### config.mk
export PLATFORM = sky130hd
export DESIGN_NAME = floppy_rw_command_builder
export DESIGN_NICKNAME = d
export VERILOG_FILES = /design/src/rtl/core/frcb_pkg.sv /design/src/rtl/core/floppy_rw_command_builder.sv
export SDC_FILE = /design/constraint.sdc
export NUM_CORES = 1
export LEC_CHECK = 0
export ABC_CLOCK_PERIOD_IN_PS = 9800
export BUFFER_PORTS_ARGS = -buffer_cell sky130_fd_sc_hd__clkbuf_2
export CORE_MARGIN = 4
export CORE_UTILIZATION = 52
export CTS_BUF_LIST = sky130_fd_sc_hd__clkbuf_2 sky130_fd_sc_hd__clkbuf_4 sky130_fd_sc_hd__clkbuf_8
export DETAILED_ROUTE_END_ITERATION = 10
export GPL_TIMING_DRIVEN = 0
export PLACE_DENSITY = 0.69
export RECOVER_POWER = 50
export SLEW_MARGIN = 20
export SYNTH_ARGS = -nofsm -noshare
export SYNTH_HDL_FRONTEND = slang
export SYNTH_SLANG_ARGS = --single-unit
### constraint.sdc
create_clock -name clk_i -period 9.8 [get_ports clk_i]
set_clock_uncertainty 0.05 [all_clocks]
set_input_delay 1.96 -clock clk_i [delete_from_list [all_inputs] [get_ports clk_i]]
set_output_delay 1.96 -clock clk_i [all_outputs]
set_load 0.03 [all_outputs]
### src/rtl/core/frcb_pkg.sv
// Shared constants for the floppy read/write command builder.
package frcb_pkg;

  localparam int SPT_W    = 6;
  localparam int HDS_W    = 2;
  localparam int CFG_IDX_W = 1;
  localparam int BYTE_W   = 8;

  // Configuration register indexes.
  localparam logic [CFG_IDX_W-1:0] CFG_SPT   = 1'b0;
  localparam logic [CFG_IDX_W-1:0] CFG_HEADS = 1'b1;

  localparam logic [SPT_W-1:0] SPT_RESET   = 6'd9;
  localparam logic [HDS_W-1:0] HDS_RESET   = 2'd2;

  localparam logic [BYTE_W-1:0] OPC_READ  = 8'hE6;
  localparam logic [BYTE_W-1:0] OPC_WRITE = 8'hC5;
  localparam logic [BYTE_W-1:0] GAP_BYTE  = 8'h1B;
  localparam logic [BYTE_W-1:0] CMD_END   = 8'hFF;
  localparam logic [BYTE_W-1:0] SIZE_CODE = 8'h02;

  // The gap byte is only sent for this track length.
  localparam logic [SPT_W-1:0] GAP_SPT = 6'd18;

endpackage

### src/rtl/core/floppy_rw_command_builder.sv
// Floppy read/write command builder: pipelined block-to-CHS split and command byte serializer.
// Throughput: one byte per cycle on the output port while out_stall_i is low, giving 8 bytes
// per request, or 9 when sectors per track is 18; the division pipeline takes a request every
// cycle until it fills.
// Reset clears the pipeline and serializer and sets sectors per track to 9 and heads to 2.
module floppy_rw_command_builder #(
  parameter int BLOCK_WIDTH = 13
) (
  input  logic                              clk_i,
  input  logic                              rst_ni,
  // Request channel.
  input  logic                              in_valid_i,
  output logic                              in_stall_o,
  input  logic                              op_i,
  input  logic [BLOCK_WIDTH-1:0]            block_i,
  // Command byte channel.
  output logic                              out_valid_o,
  input  logic                              out_stall_i,
  output logic [frcb_pkg::BYTE_W-1:0]       cmd_byte_o,
  output logic                              last_o,
  // Configuration write channel.
  input  logic                              cfg_valid_i,
  output logic                              cfg_ready_o,
  input  logic [frcb_pkg::CFG_IDX_W-1:0]    cfg_index_i,
  input  logic [frcb_pkg::SPT_W-1:0]        cfg_data_i
);

  localparam int W     = BLOCK_WIDTH;
  localparam int SPT_W = frcb_pkg::SPT_W;
  localparam int HDS_W = frcb_pkg::HDS_W;
  localparam int STEP1 = 4;   // quotient bits per stage when dividing by sectors per track
  localparam int STEP2 = 8;   // quotient bits per stage when dividing by heads
  localparam int NS1   = (W + STEP1 - 1) / STEP1;
  localparam int NS2   = (W + STEP2 - 1) / STEP2;
  localparam int NS    = NS1 + NS2;

  // Serializer byte positions.
  localparam logic [3:0] BYTE_OPC   = 4'd0;
  localparam logic [3:0] BYTE_HSH   = 4'd1;
  localparam logic [3:0] BYTE_TRK   = 4'd2;
  localparam logic [3:0] BYTE_HEAD  = 4'd3;
  localparam logic [3:0] BYTE_SEC   = 4'd4;
  localparam logic [3:0] BYTE_SIZE  = 4'd5;
  localparam logic [3:0] BYTE_SPT   = 4'd6;
  localparam logic [3:0] BYTE_GAP   = 4'd7;
  localparam logic [3:0] BYTE_END   = 4'd8;

  // Configuration registers.
  logic [SPT_W-1:0] spt_q;
  logic [HDS_W-1:0] heads_q;
  logic [SPT_W-1:0] spt_eff;
  logic [HDS_W-1:0] heads_eff;

  assign cfg_ready_o = 1'b1;

  always_ff @(posedge clk_i or negedge rst_ni) begin
    if (!rst_ni) begin
      spt_q   <= frcb_pkg::SPT_RESET;
      heads_q <= frcb_pkg::HDS_RESET;
    end else if (cfg_valid_i && cfg_ready_o) begin
      case (cfg_index_i)
        frcb_pkg::CFG_SPT:   spt_q   <= cfg_data_i;
        frcb_pkg::CFG_HEADS: heads_q <= cfg_data_i[HDS_W-1:0];
        default: ;
      endcase
    end
  end

  // A zero geometry value divides as one.
  assign spt_eff   = (spt_q == '0) ? SPT_W'(1) : spt_q;
  assign heads_eff = (heads_q == '0) ? HDS_W'(1) : heads_q;

  // Division pipeline. The first NS1 stages divide the block by sectors per track, leaving
  // the cylinder-relative quotient in work and the sector remainder in r1. The remaining
  // stages divide that quotient by the head count, leaving the track in work and the head in r2.
  logic             valid_q [NS];
  logic             op_q    [NS];
  logic [W-1:0]     work_q  [NS];
  logic [SPT_W-1:0] r1_q    [NS];
  logic [HDS_W-1:0] r2_q    [NS];

  logic             valid_in [NS];
  logic             op_in    [NS];
  logic [W-1:0]     work_in  [NS];
  logic [SPT_W-1:0] r1_in    [NS];
  logic [HDS_W-1:0] r2_in    [NS];

  logic [W-1:0]     work_c   [NS];
  logic [SPT_W-1:0] r1_c     [NS];
  logic [HDS_W-1:0] r2_c     [NS];

  logic [NS:0]      adv;
  logic             ser_ready;

  assign adv[NS]    = ser_ready;
  assign in_stall_o = !adv[0];

  for (genvar s = 0; s < NS; s++) begin : g_stage
    localparam bit IS_D1 = (s < NS1);
    localparam int FIRST = IS_D1 ? s * STEP1 : (s - NS1) * STEP2;
    localparam int NSTEP = IS_D1 ? ((W - FIRST < STEP1) ? W - FIRST : STEP1)
                                 : ((W - FIRST < STEP2) ? W - FIRST : STEP2);

    if (s == 0) begin : g_head
      assign valid_in[s] = in_valid_i;
      assign op_in[s]    = op_i;
      assign work_in[s]  = block_i;
      assign r1_in[s]    = '0;
      assign r2_in[s]    = '0;
    end else begin : g_link
      assign valid_in[s] = valid_q[s-1];
      assign op_in[s]    = op_q[s-1];
      assign work_in[s]  = work_q[s-1];
      assign r1_in[s]    = r1_q[s-1];
      assign r2_in[s]    = r2_q[s-1];
    end

    assign adv[s] = !valid_q[s] || adv[s+1];

    if (IS_D1) begin : g_div_spt
      logic [SPT_W:0] t1;
      logic [SPT_W:0] diff1;

      always_comb begin
        work_c[s] = work_in[s];
        r1_c[s]   = r1_in[s];
        r2_c[s]   = r2_in[s];
        t1        = '0;
        diff1     = '0;
        for (int k = 0; k < NSTEP; k++) begin
          t1    = {r1_c[s], work_c[s][W-1]};
          diff1 = t1 - {1'b0, spt_eff};
          if (t1 >= {1'b0, spt_eff}) begin
            r1_c[s]   = diff1[SPT_W-1:0];
            work_c[s] = {work_c[s][W-2:0], 1'b1};
          end else begin
            r1_c[s]   = t1[SPT_W-1:0];
            work_c[s] = {work_c[s][W-2:0], 1'b0};
          end
        end
      end
    end else begin : g_div_heads
      logic [HDS_W:0] t2;
      logic [HDS_W:0] diff2;

      always_comb begin
        work_c[s] = work_in[s];
        r1_c[s]   = r1_in[s];
        r2_c[s]   = r2_in[s];
        t2        = '0;
        diff2     = '0;
        for (int k = 0; k < NSTEP; k++) begin
          t2    = {r2_c[s], work_c[s][W-1]};
          diff2 = t2 - {1'b0, heads_eff};
          if (t2 >= {1'b0, heads_eff}) begin
            r2_c[s]   = diff2[HDS_W-1:0];
            work_c[s] = {work_c[s][W-2:0], 1'b1};
          end else begin
            r2_c[s]   = t2[HDS_W-1:0];
            work_c[s] = {work_c[s][W-2:0], 1'b0};
          end
        end
      end
    end

    always_ff @(posedge clk_i or negedge rst_ni) begin
      if (!rst_ni) begin
        valid_q[s] <= 1'b0;
      end else if (adv[s]) begin
        valid_q[s] <= valid_in[s];
      end
    end

    always_ff @(posedge clk_i) begin
      if (adv[s]) begin
        op_q[s]   <= op_in[s];
        work_q[s] <= work_c[s];
        r1_q[s]   <= r1_c[s];
        r2_q[s]   <= r2_c[s];
      end
    end
  end

  // Serializer: holds one decoded request and sends its command bytes one per transfer.
  logic             ser_valid_q;
  logic [3:0]       idx_q;
  logic [3:0]       idx_d;
  logic             ser_op_q;
  logic [7:0]       ser_track_q;
  logic [HDS_W-1:0] ser_head_q;
  logic [SPT_W-1:0] ser_sector_q;
  logic             out_xfer;
  logic             ser_load;

  assign out_valid_o = ser_valid_q;
  assign last_o      = (idx_q == BYTE_END);
  assign out_xfer    = out_valid_o && !out_stall_i;
  assign ser_ready   = !ser_valid_q || (out_xfer && last_o);
  assign ser_load    = ser_ready && valid_q[NS-1];

  always_comb begin
    case (idx_q)
      BYTE_SPT: idx_d = (spt_q == frcb_pkg::GAP_SPT) ? BYTE_GAP : BYTE_END;
      default:  idx_d = idx_q + 4'd1;
    endcase
  end

  always_ff @(posedge clk_i or negedge rst_ni) begin
    if (!rst_ni) begin
      ser_valid_q <= 1'b0;
      idx_q       <= BYTE_OPC;
    end else if (ser_ready) begin
      ser_valid_q <= valid_q[NS-1];
      idx_q       <= BYTE_OPC;
    end else if (out_xfer) begin
      idx_q <= idx_d;
    end
  end

  always_ff @(posedge clk_i) begin
    if (ser_load) begin
      ser_op_q     <= op_q[NS-1];
      ser_track_q  <= work_q[NS-1][7:0];
      ser_head_q   <= r2_q[NS-1];
      // Sectors are numbered from one; the remainder is below 63, so this cannot wrap.
      ser_sector_q <= r1_q[NS-1] + SPT_W'(1);
    end
  end

  always_comb begin
    case (idx_q)
      BYTE_OPC:  cmd_byte_o = ser_op_q ? frcb_pkg::OPC_WRITE : frcb_pkg::OPC_READ;
      BYTE_HSH:  cmd_byte_o = {4'b0000, ser_head_q, 2'b00};
      BYTE_TRK:  cmd_byte_o = ser_track_q;
      BYTE_HEAD: cmd_byte_o = {6'b000000, ser_head_q};
      BYTE_SEC:  cmd_byte_o = {2'b00, ser_sector_q};
      BYTE_SIZE: cmd_byte_o = frcb_pkg::SIZE_CODE;
      BYTE_SPT:  cmd_byte_o = {2'b00, spt_q};
      BYTE_GAP:  cmd_byte_o = frcb_pkg::GAP_BYTE;
      BYTE_END:  cmd_byte_o = frcb_pkg::CMD_END;
      default:   cmd_byte_o = '0;
    endcase
  end

endmodule

==> impl_metrics.env <==
export IMPL_status="finished clean"
export IMPL_cts_tree="yes"
export IMPL_synth_main_ff_cell="edfxtp_1"
export IMPL_cts_sink_count=150
export IMPL_place_gp_congestion=0.883
export IMPL_n_antenna_cell=0
export IMPL_cpMostUsedCell="a21o_1"
export IMPL_cts_root_buf="clkbuf_8"
export IMPL_finalMaxSlewViolations=0
export IMPL_numCtsBuffers=17
export IMPL_setup_viol=0
export IMPL_die_area_um2=21600
export IMPL_dp_hpwl_um=15100
export IMPL_area_growth_pct=12.0
export IMPL_netlist_cell_type_count=75
export IMPL_die_w_um=147
export IMPL_initial_core_util=0.532
export IMPL_grt_pass1_vias=6833
export IMPL_relSlewSlack=0.288
export IMPL_fin_util=0.596
export IMPL_dp_cells=1238
export IMPL_whs_ns=0.372
export IMPL_drive_gt1_frac=0.152
export IMPL_synthArstFlopShare=0.127
export IMPL_ctsHoldBuffers=0
export IMPL_yosys_warnings=0
export IMPL_crit_path_start_kind="flip-flop"
export IMPL_grt_pass1_wl_um=33500
export IMPL_core_area_um2=18800
export IMPL_crit_type="reg2reg"
export IMPL_final_antenna_net_count=0
export IMPL_slowest_stage="dfrtp_1"
export IMPL_firstDrtPassIters=5
export IMPL_fmax_mhz=110
export IMPL_avgSynthCellArea_um2=10.7
export IMPL_synth_cells=941
export IMPL_grt_use_total=0.192
export IMPL_end_kind="flip-flop"
export IMPL_drc=0
export IMPL_critPathMaxFanout=10
export IMPL_max_stage_delay_ns=0.45
export IMPL_via_per_inst=5.54
export IMPL_wl_per_cell_um=16.0
export IMPL_rows=50
export IMPL_dr_total_vias=7122
export IMPL_final_area_um2=11200
export IMPL_worstMarginPinSlew_ns=1.07
export IMPL_finalNonFillerCells=1286
export IMPL_ys_seq_area_frac=0.440
export IMPL_clock_latency_ns=0.45
export IMPL_finalHoldViolCount=0
export IMPL_synth_edff_count=131
export IMPL_synth_seq_cells=150
export IMPL_synth_fp_nets=1075
export IMPL_drtIter0Drc=331
export IMPL_io_buffers=35
export IMPL_dpl_instance_area_um2=10500
export IMPL_htreeDepth=4
export IMPL_layout_common_cells="131 x edfxtp_1, 96 x ha_1, 90 x inv_1"
export IMPL_grt_max_degree=26
export IMPL_die_h_um=147
export IMPL_required_ns=9.95
export IMPL_gr_total_overflow=0
export IMPL_hold_path_class="reg2reg"
export IMPL_drt_total_wl_um=20500
export IMPL_clock_path_buffers=2
export IMPL_period_share=0.930
export IMPL_maxCapViolCount=0
export IMPL_clk_pin_slew_ns=0.09
export IMPL_final_common_cell="edfxtp_1"
export IMPL_crit_arrival_ns=9.27
export IMPL_fin_nets=1147
export IMPL_pin_count=38
export IMPL_antenna_found_initial=0
export IMPL_min_period_ns=9.12
export IMPL_netlist_area_um2=10000
## critical path: cells and delay by family, from the launching register on
family | cells | cell delay [ns]
and+or+nand+nor | 9 | 1.30
AOI/OAI and AO/OA | 23 | 4.29
DFF | 1 | 0.45
muxes | 2 | 0.71
buffers and inverters | 6 | 1.00
adders and majority gates | 4 | 1.07
## stage by stage
step	worst slack (ns)	TNS (ns)
floorplan	1.01	0
global placement	-0.824	-10.23
detailed placement	-0.879	-10.84
CTS	0.0436	0
global route	-0.0277	-0.0882
finish	0.682	0
## synthesized netlist by cell type, types with 3 or more instances
cell	number	share of area
xor2_1	16	0.014
nor2_1	52	0.019
a211oi_1	10	0.0075
ha_1	96	0.12
o21bai_1	3	0.0022
nand2_1	73	0.027
nand3_1	14	0.0070
a31oi_1	7	0.0044
fa_1	12	0.024
a22oi_1	3	0.0022
or2_2	8	0.0050
o21a_1	7	0.0052
a21boi_0	9	0.0067
and4_1	5	0.0044
inv_1	95	0.036
a21o_1	42	0.031
a221oi_1	5	0.0044
and3_1	5	0.0031
dfrtp_1	16	0.040
clkbuf_1	18	0.0067
o211ai_1	6	0.0045
nor2b_1	22	0.014
o31ai_1	4	0.0030
o21ai_0	58	0.029
dfstp_2	3	0.0079
nand4_1	8	0.0050
a211o_1	4	0.0035
a21oi_1	49	0.024
edfxtp_1	131	0.39
nand2b_1	14	0.0087
xnor2_1	29	0.025
and2_1	8	0.0050
mux2i_1	14	0.014
nor3_1	11	0.0055
a41oi_1	3	0.0026
mux2_2	30	0.034
o211a_1	4	0.0040
## registers in the layout (all words and copies together) (netlist names), 4 cells and up
register,cells
valid_in,5
ser_sector_q,6
ser_track_q,8
work_q,68
idx_q,4
spt_q,6
r2_q,4
op_q,6
r1_q,36
## timing repair
action                     4_1_cts  5_1_grt
pin swaps                        1        2
gates resized for setup         10       18
setup buffers                    3       13
setup endpoints to repair       14       14
cloned                           0        0
## per-layer routing
| metal | vias up | global-route usage | share of wire |
|---|---|---|---|
| li1 | 3597 | - | - |
| met1 | 3352 | 0.252 | 0.46 |
| met2 | 138 | 0.323 | 0.48 |
| met3 | 35 | 0.0361 | 0.036 |
| met4 | 0 | 0.0663 | 0.026 |
| met5 | - | 0 | 0 |
## layout make-up
cell class / count / area, um2
fillers: 1546 / 7600
plain buffers: 19 / 81.3
clock buffers: 18 / 241
flip-flops and latches: 150 / 4410
multi-input cells: 677 / 5240
inverters: 95 / 370
clock inverters: 14 / 246
repair buffers: 53 / 314
well taps: 260 / 325
## worst paths after layout
path / start / end / slack [ns] / depth (start not counted)
hold reg to reg: r2_q[5][1] / ser_head_q[1] / 0.37 / 0
setup / recovery: spt_q[4] / r1_q[1][5] / 0.68 / 44
min in group asynchronous: rst_ni / idx_q[0] / 1.61 / 1
max in group asynchronous: rst_ni / valid_in[3] / 7.48 / 1
setup reg to reg: spt_q[4] / r1_q[1][5] / 0.68 / 44
hold / removal: r2_q[5][1] / ser_head_q[1] / 0.37 / 0
## cell families after synthesis
group           count (synthesis)  synth area share
compound gates                245             0.167
simple gates                  232             0.116
flops                         150             0.440
buf+inv                       114            0.0431
fa+ha+maj                     109             0.145
xor+xnor                       45            0.0393
mux                            45            0.0492
other cells                     1          0.000374
Power is not shown: default switching activity piles up to over one toggle a cycle in this logic, so the estimate is an artifact.
